### src/hw/rtl/assert_macros.svh
// Assertion shorthands shared by the RTL. Every macro samples on the rising
// edge of aclk and is disabled while aresetn is low.
`ifndef ASSERT_MACROS_SVH
`define ASSERT_MACROS_SVH

// Expression must hold at every sampled edge.
`define ASSERT_ALWAYS(label, expr, msg) \
    label: assert property (@(posedge aclk) disable iff (!aresetn) (expr)) \
        else $error(msg);

// Consequent must hold in the same cycle as the antecedent.
`define ASSERT_IMPLY(label, ante, cons, msg) \
    label: assert property (@(posedge aclk) disable iff (!aresetn) (ante) |-> (cons)) \
        else $error(msg);

// Consequent must hold in the cycle after the antecedent.
`define ASSERT_NEXT(label, ante, cons, msg) \
    label: assert property (@(posedge aclk) disable iff (!aresetn) (ante) |=> (cons)) \
        else $error(msg);

`endif

### src/hw/rtl/tlsr_pkg.sv
package tlsr_pkg;

    localparam int COORD_BITS   = 16;
    localparam int PEN_BITS     = 8;
    localparam int CFG_BITS     = 13;
    localparam int CFG_IDX_BITS = 1;
    localparam int OUT_BITS     = 12;
    localparam int STEP_BITS    = 16;

    // Block corners reach half a pen beyond the coordinate range.
    localparam int BLK_BITS = ((COORD_BITS > PEN_BITS) ? COORD_BITS : PEN_BITS) + 2;
    localparam int ERR_BITS = COORD_BITS + 3;

    // Step guard is (width + height) * 4 + 8.
    localparam int GUARD_SHIFT = 2;
    localparam int GUARD_BIAS  = 8;

    localparam int RST_WIDTH  = 640;
    localparam int RST_HEIGHT = 480;

    localparam int FIFO_DEPTH    = 4;
    localparam int FIFO_PTR_BITS = 2;

    localparam logic MODE_LOAD = 1'b0;
    localparam logic MODE_STEP = 1'b1;

    localparam logic [CFG_IDX_BITS-1:0] REG_SURFACE_WIDTH  = 1'd0;
    localparam logic [CFG_IDX_BITS-1:0] REG_SURFACE_HEIGHT = 1'd1;

    typedef logic signed [BLK_BITS-1:0] blk_coord_t;

    typedef struct packed {
        logic                         mode;
        logic signed [COORD_BITS-1:0] start_x;
        logic signed [COORD_BITS-1:0] start_y;
        logic signed [COORD_BITS-1:0] end_x;
        logic signed [COORD_BITS-1:0] end_y;
        logic [PEN_BITS-1:0]          pen_size;
    } tlsr_in_t;

    typedef struct packed {
        logic                rect_valid;
        logic [OUT_BITS-1:0] rect_left;
        logic [OUT_BITS-1:0] rect_top;
        logic [OUT_BITS-1:0] rect_right;
        logic [OUT_BITS-1:0] rect_bottom;
        logic                last_of_step;
        logic                line_done;
    } tlsr_out_t;

endpackage

### src/hw/rtl/thick_line_strip_rasterizer_top.sv
// Thick line rasterizer: walks a square pen along a Bresenham line and hands
// out the rectangles of surface pixels that the pen newly covers.
// Input channel (s_valid/s_ready/s_data): a load beat (mode 0) latches the
// endpoints and pen size and produces nothing; a step beat (mode 1) moves
// the pen and produces one or two rectangles, or none once the line is done.
// Result channel (m_valid/m_ready/m_data): one rectangle per beat, in order,
// last_of_step marking the final rectangle of a step, line_done set on the
// rectangles of the step that ended the line.
// Configuration: cfg_we writes cfg_wdata into surface width (index 0) or
// surface height (index 1) at once; write only while the block is idle.
// Timing: a step beat is worked out in the cycle it is accepted; its rectangles
// are registered into the result queue behind any earlier ones. A beat is
// accepted in any cycle in which the four-entry result queue has room for two
// rectangles. With results draining at one per clock, steps of one rectangle
// flow at one beat per clock; steps of two rectangles make s_ready drop at times.
// When the receiver stalls the queue fills and s_ready drops; nothing is lost.
// Reset (aresetn low at a clock edge) empties the queue, marks no line as
// loaded and restores the 640 x 480 surface.
`include "assert_macros.svh"

module thick_line_strip_rasterizer_top #(
    parameter int MAX_DIM = 4096
) (
    input  logic                                aclk,
    input  logic                                aresetn,
    input  logic                                cfg_we,
    input  logic [tlsr_pkg::CFG_IDX_BITS-1:0]   cfg_addr,
    input  logic [tlsr_pkg::CFG_BITS-1:0]       cfg_wdata,
    input  logic                                s_valid,
    output logic                                s_ready,
    input  tlsr_pkg::tlsr_in_t                  s_data,
    output logic                                m_valid,
    input  logic                                m_ready,
    output tlsr_pkg::tlsr_out_t                 m_data
);
    import tlsr_pkg::*;

    localparam int DIM_BITS   = $clog2(MAX_DIM + 1);
    localparam int EXT_BITS   = (CFG_BITS > DIM_BITS) ? CFG_BITS : DIM_BITS;
    localparam int LIM_BITS   = DIM_BITS + 1;
    localparam int CMP_BITS   = (BLK_BITS > LIM_BITS) ? BLK_BITS : LIM_BITS;
    localparam int GUARD_BITS = DIM_BITS + GUARD_SHIFT + 1;
    localparam int GCMP_BITS  = (GUARD_BITS > STEP_BITS) ? GUARD_BITS : STEP_BITS;
    localparam int RST_W_EFF  = (RST_WIDTH > MAX_DIM) ? MAX_DIM : RST_WIDTH;
    localparam int RST_H_EFF  = (RST_HEIGHT > MAX_DIM) ? MAX_DIM : RST_HEIGHT;
    localparam int RST_GUARD_M1 =
        ((RST_W_EFF + RST_H_EFF) << GUARD_SHIFT) + GUARD_BIAS - 1;

    function automatic logic [DIM_BITS-1:0] eff_dim(input logic [CFG_BITS-1:0] v);
        logic [EXT_BITS-1:0] ve;
        ve = EXT_BITS'(v);
        if (ve > EXT_BITS'(MAX_DIM)) begin
            eff_dim = DIM_BITS'(MAX_DIM);
        end else begin
            eff_dim = DIM_BITS'(ve);
        end
    endfunction

    function automatic logic [GUARD_BITS-1:0] guard_m1(input logic [DIM_BITS-1:0] w,
                                                       input logic [DIM_BITS-1:0] h);
        logic [GUARD_BITS-1:0] s;
        s = GUARD_BITS'(w) + GUARD_BITS'(h);
        guard_m1 = (s << GUARD_SHIFT) + GUARD_BITS'(GUARD_BIAS - 1);
    endfunction

    function automatic logic signed [LIM_BITS-1:0] last_index(input logic [DIM_BITS-1:0] d);
        last_index = $signed({1'b0, d}) - LIM_BITS'(1);
    endfunction

    function automatic tlsr_out_t clip_rect(input blk_coord_t x0, input blk_coord_t y0,
                                            input blk_coord_t x1, input blk_coord_t y1,
                                            input logic signed [LIM_BITS-1:0] xm,
                                            input logic signed [LIM_BITS-1:0] ym);
        logic signed [CMP_BITS-1:0] l;
        logic signed [CMP_BITS-1:0] t;
        logic signed [CMP_BITS-1:0] r;
        logic signed [CMP_BITS-1:0] b;
        tlsr_out_t                  o;
        l = CMP_BITS'(x0);
        t = CMP_BITS'(y0);
        r = CMP_BITS'(x1);
        b = CMP_BITS'(y1);
        if (l < 0) begin
            l = '0;
        end
        if (t < 0) begin
            t = '0;
        end
        if (r > CMP_BITS'(xm)) begin
            r = CMP_BITS'(xm);
        end
        if (b > CMP_BITS'(ym)) begin
            b = CMP_BITS'(ym);
        end
        o = '0;
        if (l <= r && t <= b) begin
            o.rect_valid  = 1'b1;
            o.rect_left   = l[OUT_BITS-1:0];
            o.rect_top    = t[OUT_BITS-1:0];
            o.rect_right  = r[OUT_BITS-1:0];
            o.rect_bottom = b[OUT_BITS-1:0];
        end
        clip_rect = o;
    endfunction

    // Surface configuration, kept in the clamped forms the datapath uses.
    logic [DIM_BITS-1:0]          wd_reg, wd_next;
    logic [DIM_BITS-1:0]          hd_reg, hd_next;
    logic signed [LIM_BITS-1:0]   xmax_reg, xmax_next;
    logic signed [LIM_BITS-1:0]   ymax_reg, ymax_next;
    logic [GUARD_BITS-1:0]        guard_m1_reg, guard_m1_next;

    // Line walker state.
    logic signed [COORD_BITS-1:0] pen_col_reg, pen_col_next;
    logic signed [COORD_BITS-1:0] pen_row_reg, pen_row_next;
    logic signed [COORD_BITS-1:0] target_col_reg, target_col_next;
    logic signed [COORD_BITS-1:0] target_row_reg, target_row_next;
    blk_coord_t                   bx0_reg, bx0_next;
    blk_coord_t                   by0_reg, by0_next;
    blk_coord_t                   bx1_reg, bx1_next;
    blk_coord_t                   by1_reg, by1_next;
    logic signed [ERR_BITS-1:0]   err_reg, err_next;
    logic [COORD_BITS:0]          span_x_reg, span_x_next;
    logic signed [COORD_BITS+1:0] span_y_neg_reg, span_y_neg_next;
    logic                         neg_x_reg, neg_x_next;
    logic                         neg_y_reg, neg_y_next;
    logic                         thick_gt1_reg, thick_gt1_next;
    logic                         have_prev_reg, have_prev_next;
    logic                         moved_x_reg, moved_x_next;
    logic                         moved_y_reg, moved_y_next;
    logic                         finished_reg, finished_next;
    logic [STEP_BITS-1:0]         steps_reg, steps_next;

    // Result queue.
    tlsr_out_t                    fifo_reg [FIFO_DEPTH];
    logic [FIFO_PTR_BITS-1:0]     head_reg, head_next;
    logic [FIFO_PTR_BITS-1:0]     tail_reg, tail_next;
    logic [FIFO_PTR_BITS:0]       count_reg, count_next;

    logic                         s_fire;
    logic                         pop;
    logic                         step_go;
    logic                         step_done;
    logic [1:0]                   n_rect;
    logic [1:0]                   n_push;
    tlsr_out_t                    res0;
    tlsr_out_t                    res1;

    // Load datapath.
    logic [PEN_BITS-1:0]          ld_thick;
    logic signed [PEN_BITS:0]     ld_half;
    logic signed [PEN_BITS:0]     ld_reach;
    logic signed [COORD_BITS:0]   ld_dx;
    logic signed [COORD_BITS:0]   ld_dy;
    logic signed [COORD_BITS:0]   ld_adx;
    logic signed [COORD_BITS+1:0] ld_dyneg;

    // Step datapath.
    logic signed [ERR_BITS:0]     e2;
    logic signed [ERR_BITS:0]     sx_wide;
    logic signed [ERR_BITS:0]     sy_wide;
    logic                         cx;
    logic                         cy;
    logic signed [ERR_BITS-1:0]   add_x;
    logic signed [ERR_BITS-1:0]   add_y;
    blk_coord_t                   col;
    blk_coord_t                   row;
    blk_coord_t                   sx0;
    blk_coord_t                   sx1;
    logic                         has_col;
    logic                         has_row;
    tlsr_out_t                    rect_full;
    tlsr_out_t                    rect_col;
    tlsr_out_t                    rect_row;

    logic                         quiet_beat;
    logic                         m_box_zero;

    assign s_ready = (count_reg <= (FIFO_PTR_BITS+1)'(FIFO_DEPTH - 2));
    assign m_valid = (count_reg != '0);
    assign m_data  = fifo_reg[head_reg];
    assign s_fire  = s_valid && s_ready;
    assign pop     = m_valid && m_ready;
    assign step_go = s_fire && (s_data.mode == MODE_STEP) && !finished_reg;

    assign quiet_beat = s_fire && !step_go;
    assign m_box_zero = (m_data.rect_left == '0) && (m_data.rect_top == '0)
                        && (m_data.rect_right == '0) && (m_data.rect_bottom == '0);

    always_comb begin
        ld_thick = (s_data.pen_size == '0) ? PEN_BITS'(1) : s_data.pen_size;
        ld_half  = $signed({1'b0, ld_thick >> 1});
        ld_reach = $signed({1'b0, (ld_thick - PEN_BITS'(1)) >> 1});
        ld_dx    = (COORD_BITS+1)'(s_data.end_x) - (COORD_BITS+1)'(s_data.start_x);
        ld_dy    = (COORD_BITS+1)'(s_data.end_y) - (COORD_BITS+1)'(s_data.start_y);
        ld_adx   = (ld_dx < 0) ? -ld_dx : ld_dx;
        ld_dyneg = (ld_dy < 0) ? (COORD_BITS+2)'(ld_dy) : -(COORD_BITS+2)'(ld_dy);
    end

    always_comb begin
        e2      = {err_reg, 1'b0};
        sx_wide = (ERR_BITS+1)'($signed({1'b0, span_x_reg}));
        sy_wide = (ERR_BITS+1)'(span_y_neg_reg);
        cx      = (e2 >= sy_wide);
        cy      = (e2 <= sx_wide);
        add_x   = cx ? ERR_BITS'(span_y_neg_reg) : ERR_BITS'(0);
        add_y   = cy ? ERR_BITS'($signed({1'b0, span_x_reg})) : ERR_BITS'(0);

        step_done = ((pen_col_reg == target_col_reg) && (pen_row_reg == target_row_reg))
                    || (GCMP_BITS'(steps_reg) >= GCMP_BITS'(guard_m1_reg));

        // Moves are one pixel, so the new column strip is the block's leading
        // column and the new row strip is its leading row, trimmed to the
        // columns the previous block also covered.
        col = neg_x_reg ? bx0_reg : bx1_reg;
        row = neg_y_reg ? by0_reg : by1_reg;
        sx0 = (moved_x_reg && neg_x_reg) ? bx0_reg + BLK_BITS'(1) : bx0_reg;
        sx1 = (moved_x_reg && !neg_x_reg) ? bx1_reg - BLK_BITS'(1) : bx1_reg;
        has_col = have_prev_reg && moved_x_reg;
        has_row = have_prev_reg && moved_y_reg && (!moved_x_reg || thick_gt1_reg);

        rect_full = clip_rect(bx0_reg, by0_reg, bx1_reg, by1_reg, xmax_reg, ymax_reg);
        rect_col  = clip_rect(col, by0_reg, col, by1_reg, xmax_reg, ymax_reg);
        rect_row  = clip_rect(sx0, row, sx1, row, xmax_reg, ymax_reg);

        if (!have_prev_reg) begin
            res0   = rect_full;
            res1   = rect_row;
            n_rect = 2'd1;
        end else if (has_col) begin
            res0   = rect_col;
            res1   = rect_row;
            n_rect = has_row ? 2'd2 : 2'd1;
        end else begin
            res0   = rect_row;
            res1   = rect_row;
            n_rect = has_row ? 2'd1 : 2'd0;
        end
        res0.last_of_step = (n_rect == 2'd1);
        res1.last_of_step = 1'b1;
        res0.line_done    = step_done;
        res1.line_done    = step_done;
        n_push = step_go ? n_rect : 2'd0;
    end

    always_comb begin
        wd_next         = wd_reg;
        hd_next         = hd_reg;
        xmax_next       = xmax_reg;
        ymax_next       = ymax_reg;
        guard_m1_next   = guard_m1_reg;
        pen_col_next    = pen_col_reg;
        pen_row_next    = pen_row_reg;
        target_col_next = target_col_reg;
        target_row_next = target_row_reg;
        bx0_next        = bx0_reg;
        by0_next        = by0_reg;
        bx1_next        = bx1_reg;
        by1_next        = by1_reg;
        err_next        = err_reg;
        span_x_next     = span_x_reg;
        span_y_neg_next = span_y_neg_reg;
        neg_x_next      = neg_x_reg;
        neg_y_next      = neg_y_reg;
        thick_gt1_next  = thick_gt1_reg;
        have_prev_next  = have_prev_reg;
        moved_x_next    = moved_x_reg;
        moved_y_next    = moved_y_reg;
        finished_next   = finished_reg;
        steps_next      = steps_reg;

        if (cfg_we) begin
            case (cfg_addr)
                REG_SURFACE_WIDTH: begin
                    wd_next       = eff_dim(cfg_wdata);
                    xmax_next     = last_index(eff_dim(cfg_wdata));
                    guard_m1_next = guard_m1(eff_dim(cfg_wdata), hd_reg);
                end
                REG_SURFACE_HEIGHT: begin
                    hd_next       = eff_dim(cfg_wdata);
                    ymax_next     = last_index(eff_dim(cfg_wdata));
                    guard_m1_next = guard_m1(wd_reg, eff_dim(cfg_wdata));
                end
                default: begin
                end
            endcase
        end

        if (s_fire && (s_data.mode == MODE_LOAD)) begin
            pen_col_next    = s_data.start_x;
            pen_row_next    = s_data.start_y;
            target_col_next = s_data.end_x;
            target_row_next = s_data.end_y;
            bx0_next        = BLK_BITS'(s_data.start_x) - BLK_BITS'(ld_half);
            by0_next        = BLK_BITS'(s_data.start_y) - BLK_BITS'(ld_half);
            bx1_next        = BLK_BITS'(s_data.start_x) + BLK_BITS'(ld_reach);
            by1_next        = BLK_BITS'(s_data.start_y) + BLK_BITS'(ld_reach);
            span_x_next     = ld_adx[COORD_BITS:0];
            span_y_neg_next = ld_dyneg;
            err_next        = ERR_BITS'(ld_adx) + ERR_BITS'(ld_dyneg);
            neg_x_next      = !(s_data.start_x < s_data.end_x);
            neg_y_next      = !(s_data.start_y < s_data.end_y);
            thick_gt1_next  = (ld_thick > PEN_BITS'(1));
            have_prev_next  = 1'b0;
            steps_next      = '0;
            finished_next   = 1'b0;
        end else if (step_go) begin
            have_prev_next = 1'b1;
            steps_next     = steps_reg + STEP_BITS'(1);
            if (step_done) begin
                finished_next = 1'b1;
            end else begin
                err_next     = err_reg + add_x + add_y;
                moved_x_next = cx;
                moved_y_next = cy;
                if (cx) begin
                    if (neg_x_reg) begin
                        pen_col_next = pen_col_reg - COORD_BITS'(1);
                        bx0_next     = bx0_reg - BLK_BITS'(1);
                        bx1_next     = bx1_reg - BLK_BITS'(1);
                    end else begin
                        pen_col_next = pen_col_reg + COORD_BITS'(1);
                        bx0_next     = bx0_reg + BLK_BITS'(1);
                        bx1_next     = bx1_reg + BLK_BITS'(1);
                    end
                end
                if (cy) begin
                    if (neg_y_reg) begin
                        pen_row_next = pen_row_reg - COORD_BITS'(1);
                        by0_next     = by0_reg - BLK_BITS'(1);
                        by1_next     = by1_reg - BLK_BITS'(1);
                    end else begin
                        pen_row_next = pen_row_reg + COORD_BITS'(1);
                        by0_next     = by0_reg + BLK_BITS'(1);
                        by1_next     = by1_reg + BLK_BITS'(1);
                    end
                end
            end
        end
    end

    always_comb begin
        head_next  = pop ? head_reg + FIFO_PTR_BITS'(1) : head_reg;
        tail_next  = tail_reg + FIFO_PTR_BITS'(n_push);
        count_next = count_reg + (FIFO_PTR_BITS+1)'(n_push) - (FIFO_PTR_BITS+1)'(pop);
    end

    always_ff @(posedge aclk) begin
        if (!aresetn) begin
            wd_reg         <= DIM_BITS'(RST_W_EFF);
            hd_reg         <= DIM_BITS'(RST_H_EFF);
            xmax_reg       <= LIM_BITS'(RST_W_EFF - 1);
            ymax_reg       <= LIM_BITS'(RST_H_EFF - 1);
            guard_m1_reg   <= GUARD_BITS'(RST_GUARD_M1);
            pen_col_reg    <= '0;
            pen_row_reg    <= '0;
            target_col_reg <= '0;
            target_row_reg <= '0;
            bx0_reg        <= '0;
            by0_reg        <= '0;
            bx1_reg        <= '0;
            by1_reg        <= '0;
            err_reg        <= '0;
            span_x_reg     <= '0;
            span_y_neg_reg <= '0;
            neg_x_reg      <= 1'b0;
            neg_y_reg      <= 1'b0;
            thick_gt1_reg  <= 1'b0;
            have_prev_reg  <= 1'b0;
            moved_x_reg    <= 1'b0;
            moved_y_reg    <= 1'b0;
            finished_reg   <= 1'b1;
            steps_reg      <= '0;
            head_reg       <= '0;
            tail_reg       <= '0;
            count_reg      <= '0;
        end else begin
            wd_reg         <= wd_next;
            hd_reg         <= hd_next;
            xmax_reg       <= xmax_next;
            ymax_reg       <= ymax_next;
            guard_m1_reg   <= guard_m1_next;
            pen_col_reg    <= pen_col_next;
            pen_row_reg    <= pen_row_next;
            target_col_reg <= target_col_next;
            target_row_reg <= target_row_next;
            bx0_reg        <= bx0_next;
            by0_reg        <= by0_next;
            bx1_reg        <= bx1_next;
            by1_reg        <= by1_next;
            err_reg        <= err_next;
            span_x_reg     <= span_x_next;
            span_y_neg_reg <= span_y_neg_next;
            neg_x_reg      <= neg_x_next;
            neg_y_reg      <= neg_y_next;
            thick_gt1_reg  <= thick_gt1_next;
            have_prev_reg  <= have_prev_next;
            moved_x_reg    <= moved_x_next;
            moved_y_reg    <= moved_y_next;
            finished_reg   <= finished_next;
            steps_reg      <= steps_next;
            head_reg       <= head_next;
            tail_reg       <= tail_next;
            count_reg      <= count_next;
        end
    end

    always_ff @(posedge aclk) begin
        if (n_push != 2'd0) begin
            fifo_reg[tail_reg] <= res0;
        end
        if (n_push == 2'd2) begin
            fifo_reg[tail_reg + FIFO_PTR_BITS'(1)] <= res1;
        end
    end

    `ASSERT_ALWAYS(a_queue_bound, count_reg <= (FIFO_PTR_BITS+1)'(FIFO_DEPTH), "result queue overflow")
    `ASSERT_NEXT(a_quiet_beat, quiet_beat, count_reg <= $past(count_reg), "quiet beat queued a rectangle")
    `ASSERT_NEXT(a_done_ends_line, step_go && step_done, finished_reg, "finishing step left line open")
    `ASSERT_IMPLY(a_step_moved, step_go && have_prev_reg, moved_x_reg || moved_y_reg, "pen did not move")
    `ASSERT_IMPLY(a_empty_zeroed, m_valid && !m_data.rect_valid, m_box_zero, "empty rectangle has bounds")

endmodule

### config.mk
export PLATFORM = sky130hd
export DESIGN_NAME = thick_line_strip_rasterizer_top
export DESIGN_NICKNAME = d
export VERILOG_FILES = /design/src/hw/rtl/tlsr_pkg.sv /design/src/hw/rtl/thick_line_strip_rasterizer_top.sv
export VERILOG_INCLUDE_DIRS = /design/src /design/src/hw/rtl
export SDC_FILE = /design/constraint.sdc
export NUM_CORES = 2
export LEC_CHECK = 0
export ABC_CLOCK_PERIOD_IN_PS = 11780
export BUFFER_PORTS_ARGS = -buffer_cell sky130_fd_sc_hd__buf_2
export CAP_MARGIN = 15
export CORE_UTILIZATION = 55
export CTS_CLUSTER_SIZE = 10
export DETAILED_ROUTE_END_ITERATION = 6
export HOLD_SLACK_MARGIN = 0.06
export PLACE_DENSITY = 0.77
export SYNTH_ARGS = -nofsm -noshare
export SYNTH_HDL_FRONTEND = slang
export SYNTH_SLANG_ARGS = --single-unit
export TNS_END_PERCENT = 1
### constraint.sdc
create_clock -name aclk -period 11.78 [get_ports aclk]
set_clock_uncertainty 0.2 [all_clocks]
set_input_delay 0.589 -clock aclk [delete_from_list [all_inputs] [get_ports aclk]]
set_output_delay 0.589 -clock aclk [all_outputs]
set_load 0.1 [all_outputs]
==> results.rst <==
.. list-table::
   :header-rows: 1

   * - Metric
     - Value
   * - Run status
     - finished clean
   * - GR Util All Layers
     - 34.29%
   * - Height of the chip
     - 272.4 microns
   * - Maximum level of the CTS H-tree
     - 2
   * - Die area
     - 74200 sq um
   * - Max FFs per register
     - 204
   * - Via Count
     - 36.83k
   * - Via/cell ratio
     - 6.468
   * - Placed wire-length estimate after detailed placement
     - 97.26 mm
   * - Final Hold Vio Count
     - 0
   * - Drt total wl
     - 130.4 mm
   * - Reg-to-reg slack, setup
     - 3240 ps
   * - Overflow left after global routing
     - 0
   * - Number of buffers created by CTS
     - 58
   * - Fin crit share
     - 72.52%
   * - Critical R2R Capture
     - fifo_reg[2][46]
   * - Max FO, Critical Path
     - 28
   * - Flops & latches, synth
     - 494
   * - CP top delay family
     - compound AO/OA/AOI/OAI gates
   * - Clk buf depth
     - 3
   * - Worst path arrival time
     - 8840 ps
   * - Unrepaired setup endpoints after global routing
     - no
   * - CTS tree
     - done
   * - Worst path depth
     - 25
   * - Hold_ws
     - 71.63 ps
   * - Global-route wire length before repair
     - 199.7 mm
   * - Vias in the first global route
     - 34.66k
   * - Wire length per cell
     - 22.90 microns
   * - Max IR drop VDD
     - 0.2293 mV
   * - Clock slew seen by the registers of the worst setup and hold paths
     - 60 ps
   * - Top flip-flop cell by instance count after synthesis
     - sky130_fd_sc_hd__dfxtp_1
   * - Core Area
     - 71850 sq um
   * - Num Clock Sinks
     - 494
   * - Register area share after synthesis
     - 29.57%
   * - Startpoint type of the worst setup path
     - register
   * - Antenna-violating nets left
     - 0
   * - Number of nets in the finished design
     - 5232
   * - Number of placement rows
     - 98
   * - YS warnings
     - 0
   * - Leak Pwr
     - 0.01853 uW
   * - Post-layout utilization of the core
     - 60.85%
   * - Number of antenna violations at the first check in global routing
     - 15
   * - Power density normalized to cell area
     - 171.5 nW/um^2
   * - Mapped Avg Cell Area
     - 8.623 sq um
   * - Number of pins with negative max-slew slack in the final report
     - 0
   * - Setup crit end
     - fifo_reg[2][46]
   * - Drt first-iter violations
     - 3897
   * - Fraction of layout cells with a size suffix above 1
     - 9.158%
   * - Number of non-filler instances in the completed layout
     - 5694
   * - Max Clk Rate
     - 0.1171 GHz
   * - Count of cell types in the netlist
     - 87
   * - Slowest cell on the critical path
     - sky130_fd_sc_hd__o22ai_1
   * - Netlist area before placement
     - 40210 sq um
   * - Max-capacitance violation count
     - 0
   * - Number of nets produced by synthesis
     - 5197
   * - Clock latency of the later-clocked register in the worst-skew pair
     - 660 ps
   * - Syn-to-layout area delta
     - 8.737%
   * - Biggest cell delay along the critical path
     - 990 ps
   * - Hold/Removal Path Class
     - input pin to register
   * - Share of synthesized flip-flops with an asynchronous set or reset
     - 0%
   * - Setup TNS
     - 0 ps
   * - CP Data Required Time
     - 12080 ps
   * - Detailed-routing iteration count for the pre-antenna-repair pass
     - 6
   * - Last weighted congestion value of the routability-driven placer
     - 1.012
   * - Min cycle time layout
     - 8543 ps
   * - Largest net degree at the start of global routing
     - 156
   * - Tightest Pin Transition
     - 1207 ps
   * - Fillcell total
     - 6266
   * - Startpoint of the most critical setup path
     - bx1_reg[2]
   * - Post-synth EDFFs
     - 200
   * - Die Width
     - 272.4 microns
   * - Clock root buffer
     - sky130_fd_sc_hd__clkbuf_16
   * - CP Capture Type
     - register
   * - I/O pin count
     - 145
   * - Initial standard-cell utilization of the core
     - 55.96%
   * - Cell count of the worst reg-to-reg path
     - 25
   * - Number of input and output port buffers inserted
     - 144
   * - Worst setup path category
     - register to register
   * - Buffers plus inverters on the worst setup path
     - 0
   * - Count of endpoints failing setup in the final report
     - 0
   * - Startpoint of the worst register-to-register path
     - bx1_reg[2]
   * - Total DRC errors in the routed layout
     - 0
   * - Max-Slew Margin vs Limit
     - 19.55%
   * - Number of instances in the synthesized netlist
     - 4663
   * - Post-placement cell count
     - 5553
   * - Cells resized by post-CTS repair
     - 0
==> metal layers <==
| layer | GRT usage [%] | vias up | wire (microns) |
|---|---|---|---|
| li1 | - | 17197 | - |
| met1 | 45.83 | 17462 | 53430 |
| met2 | 53.79 | 1799 | 58230 |
| met3 | 5.942 | 352 | 12000 |
| met4 | 16.20 | 18 | 6592 |
| met5 | 0 | - | 119 |
==> cells in the final DEF, fill, tap and decap left out, types with 23 or more instances in the layout <==
master	instances
sky130_fd_sc_hd__nor2_1	438
sky130_fd_sc_hd__and2_1	45
sky130_fd_sc_hd__nor4_1	29
sky130_fd_sc_hd__a211oi_1	133
sky130_fd_sc_hd__nand2b_1	50
sky130_fd_sc_hd__nand4_1	52
sky130_fd_sc_hd__nand3_1	108
sky130_fd_sc_hd__a31oi_1	30
sky130_fd_sc_hd__nor3_1	115
sky130_fd_sc_hd__ha_1	411
sky130_fd_sc_hd__buf_4	58
sky130_fd_sc_hd__inv_1	270
sky130_fd_sc_hd__mux2_2	33
sky130_fd_sc_hd__o21bai_1	25
sky130_fd_sc_hd__mux2i_1	79
sky130_fd_sc_hd__a21oi_1	301
sky130_fd_sc_hd__buf_2	144
sky130_fd_sc_hd__a221oi_1	23
sky130_fd_sc_hd__nor2b_1	80
sky130_fd_sc_hd__mux4_2	51
sky130_fd_sc_hd__o22ai_1	111
sky130_fd_sc_hd__o21a_1	28
sky130_fd_sc_hd__o221ai_1	59
sky130_fd_sc_hd__or3_1	30
sky130_fd_sc_hd__clkbuf_1	29
sky130_fd_sc_hd__a21o_1	121
sky130_fd_sc_hd__and3_1	25
sky130_fd_sc_hd__xnor2_1	194
sky130_fd_sc_hd__nand2_1	389
sky130_fd_sc_hd__a221o_1	50
sky130_fd_sc_hd__fa_1	31
sky130_fd_sc_hd__xor2_1	130
sky130_fd_sc_hd__dfxtp_1	290
sky130_fd_sc_hd__o21ai_0	169
sky130_fd_sc_hd__edfxtp_1	200
sky130_fd_sc_hd__or2_2	27
sky130_fd_sc_hd__dlygate4sd3_1	32
sky130_fd_sc_hd__o211ai_1	38
sky130_fd_sc_hd__clkbuf_16	58
==> worst reg2reg max path, cell delays in order, from the launching register on <==
cell and delay, ps:
sky130_fd_sc_hd__dfxtp_1 460, sky130_fd_sc_hd__nor4_1 470, sky130_fd_sc_hd__and2_1 240, sky130_fd_sc_hd__nand2_1 90
sky130_fd_sc_hd__or3_1 360, sky130_fd_sc_hd__nor3_1 300, sky130_fd_sc_hd__nor3b_1 380, sky130_fd_sc_hd__nand2_1 140
sky130_fd_sc_hd__nor3_1 220, sky130_fd_sc_hd__xor2_1 250, sky130_fd_sc_hd__ha_1 290, sky130_fd_sc_hd__nand4_1 140
sky130_fd_sc_hd__o2111ai_1 190, sky130_fd_sc_hd__a2111o_1 450, sky130_fd_sc_hd__and2_1 450, sky130_fd_sc_hd__o21ai_0 690
sky130_fd_sc_hd__ha_1 370, sky130_fd_sc_hd__a21o_1 160, sky130_fd_sc_hd__a21o_1 170, sky130_fd_sc_hd__a221oi_1 330
sky130_fd_sc_hd__o41ai_1 100, sky130_fd_sc_hd__a21oi_1 150, sky130_fd_sc_hd__o22a_1 240, sky130_fd_sc_hd__nand4_1 260
sky130_fd_sc_hd__o22ai_1 990, sky130_fd_sc_hd__a221o_1 320
==> cell families (layout without fill, tap and decap cells) <==
| kind of cell | after synthesis | count (layout) | synth area share (%) |
|---|---|---|---|
| and+or+nand+nor | 1456 | 1456 | 17.13 |
| AOI/OAI and AO/OA | 1248 | 1248 | 21.01 |
| buffers and inverters | 535 | 611 | 5.125 |
| DFF | 494 | 494 | 29.57 |
| adders and majority gates | 442 | 442 | 14.33 |
| xor gates and xnor gates | 325 | 325 | 7.079 |
| muxes | 163 | 163 | 5.747 |
| other | 0 | 5 | 0 |
==> through the flow <==
step	instance area [sq um]	setup WS [ps]	power, uW
6_report	43720	3237	7500
5_1_grt	43720	2680	7879
4_1_cts	43680	3405	7457
3_5_place_dp	41610	3454	5733
3_3_place_gp	41610	3651	5695
2_1_floorplan	40210	4645	4737
==> power breakdown <==
| part | leakage, uW | total (uW) | switching (uW) | internal, uW |
|---|---|---|---|---|
| logic | 0.0132 | 3700 | 2440 | 1260 |
| clock network | 0.000848 | 1710 | 743 | 968 |
| registers | 0.00448 | 2090 | 195 | 1890 |
==> how the worst min path moves through the flow <==
stage / slack, ps / cells past startpoint / to / startpoint
6_report: 70 / 3 / pen_row_reg[9] / s_data[49]
5_1_grt: 90 / 3 / pen_row_reg[9] / s_data[49]
4_1_cts: 60 / 3 / pen_row_reg[9] / s_data[49]
3_5_place_dp: 250 / 2 / wd_reg[12] / wd_reg[12]
3_3_place_gp: 240 / 2 / hd_reg[4] / hd_reg[4]
2_1_floorplan: 230 / 2 / wd_reg[10] / wd_reg[10]
==> synthesized netlist by cell type, drive strengths merged (51+ instances only) <==
cell type | n | area (sq um)
mux2i | 79 | 790.8
o21ai | 179 | 907.1
a21o | 122 | 915.9
xnor2 | 195 | 1708
nand3 | 109 | 550.5
a21oi | 301 | 1506
dfxtp | 294 | 5886
xor2 | 130 | 1139
nand4 | 52 | 325.3
mux4 | 51 | 1149
inv | 272 | 1021
nor3 | 115 | 575.6
nor2 | 442 | 1659
edfxtp | 200 | 6006
clkbuf | 195 | 732.0
a211oi | 134 | 1011
ha | 411 | 5142
o221ai | 59 | 516.8
o22ai | 111 | 694.4
nand2 | 391 | 1468
nor2b | 81 | 506.7
buf | 67 | 304.0
==> final cells by class <==
class                           instances  area (sq um)  share of cell area (%)
Multi-Input combinational cell       3634         26320                   60.20
Clock inverter                          5         66.31                  0.1517
Sequential cell                       494         11900                   27.21
Tap cell                              950          1189                   2.718
Antenna cell                            5         12.51                 0.02862
Clock buffer                           96          1684                   3.852
Inverter                              273          1030                   2.355
Timing Repair Buffer                  237          1523                   3.483
==> timing repair <==
item                      4_1_cts  5_1_grt
buffers inserted                0        0
hold buffers                   32        0
hold endpoints to repair       32        0
Power figures use the tool's default switching activity.
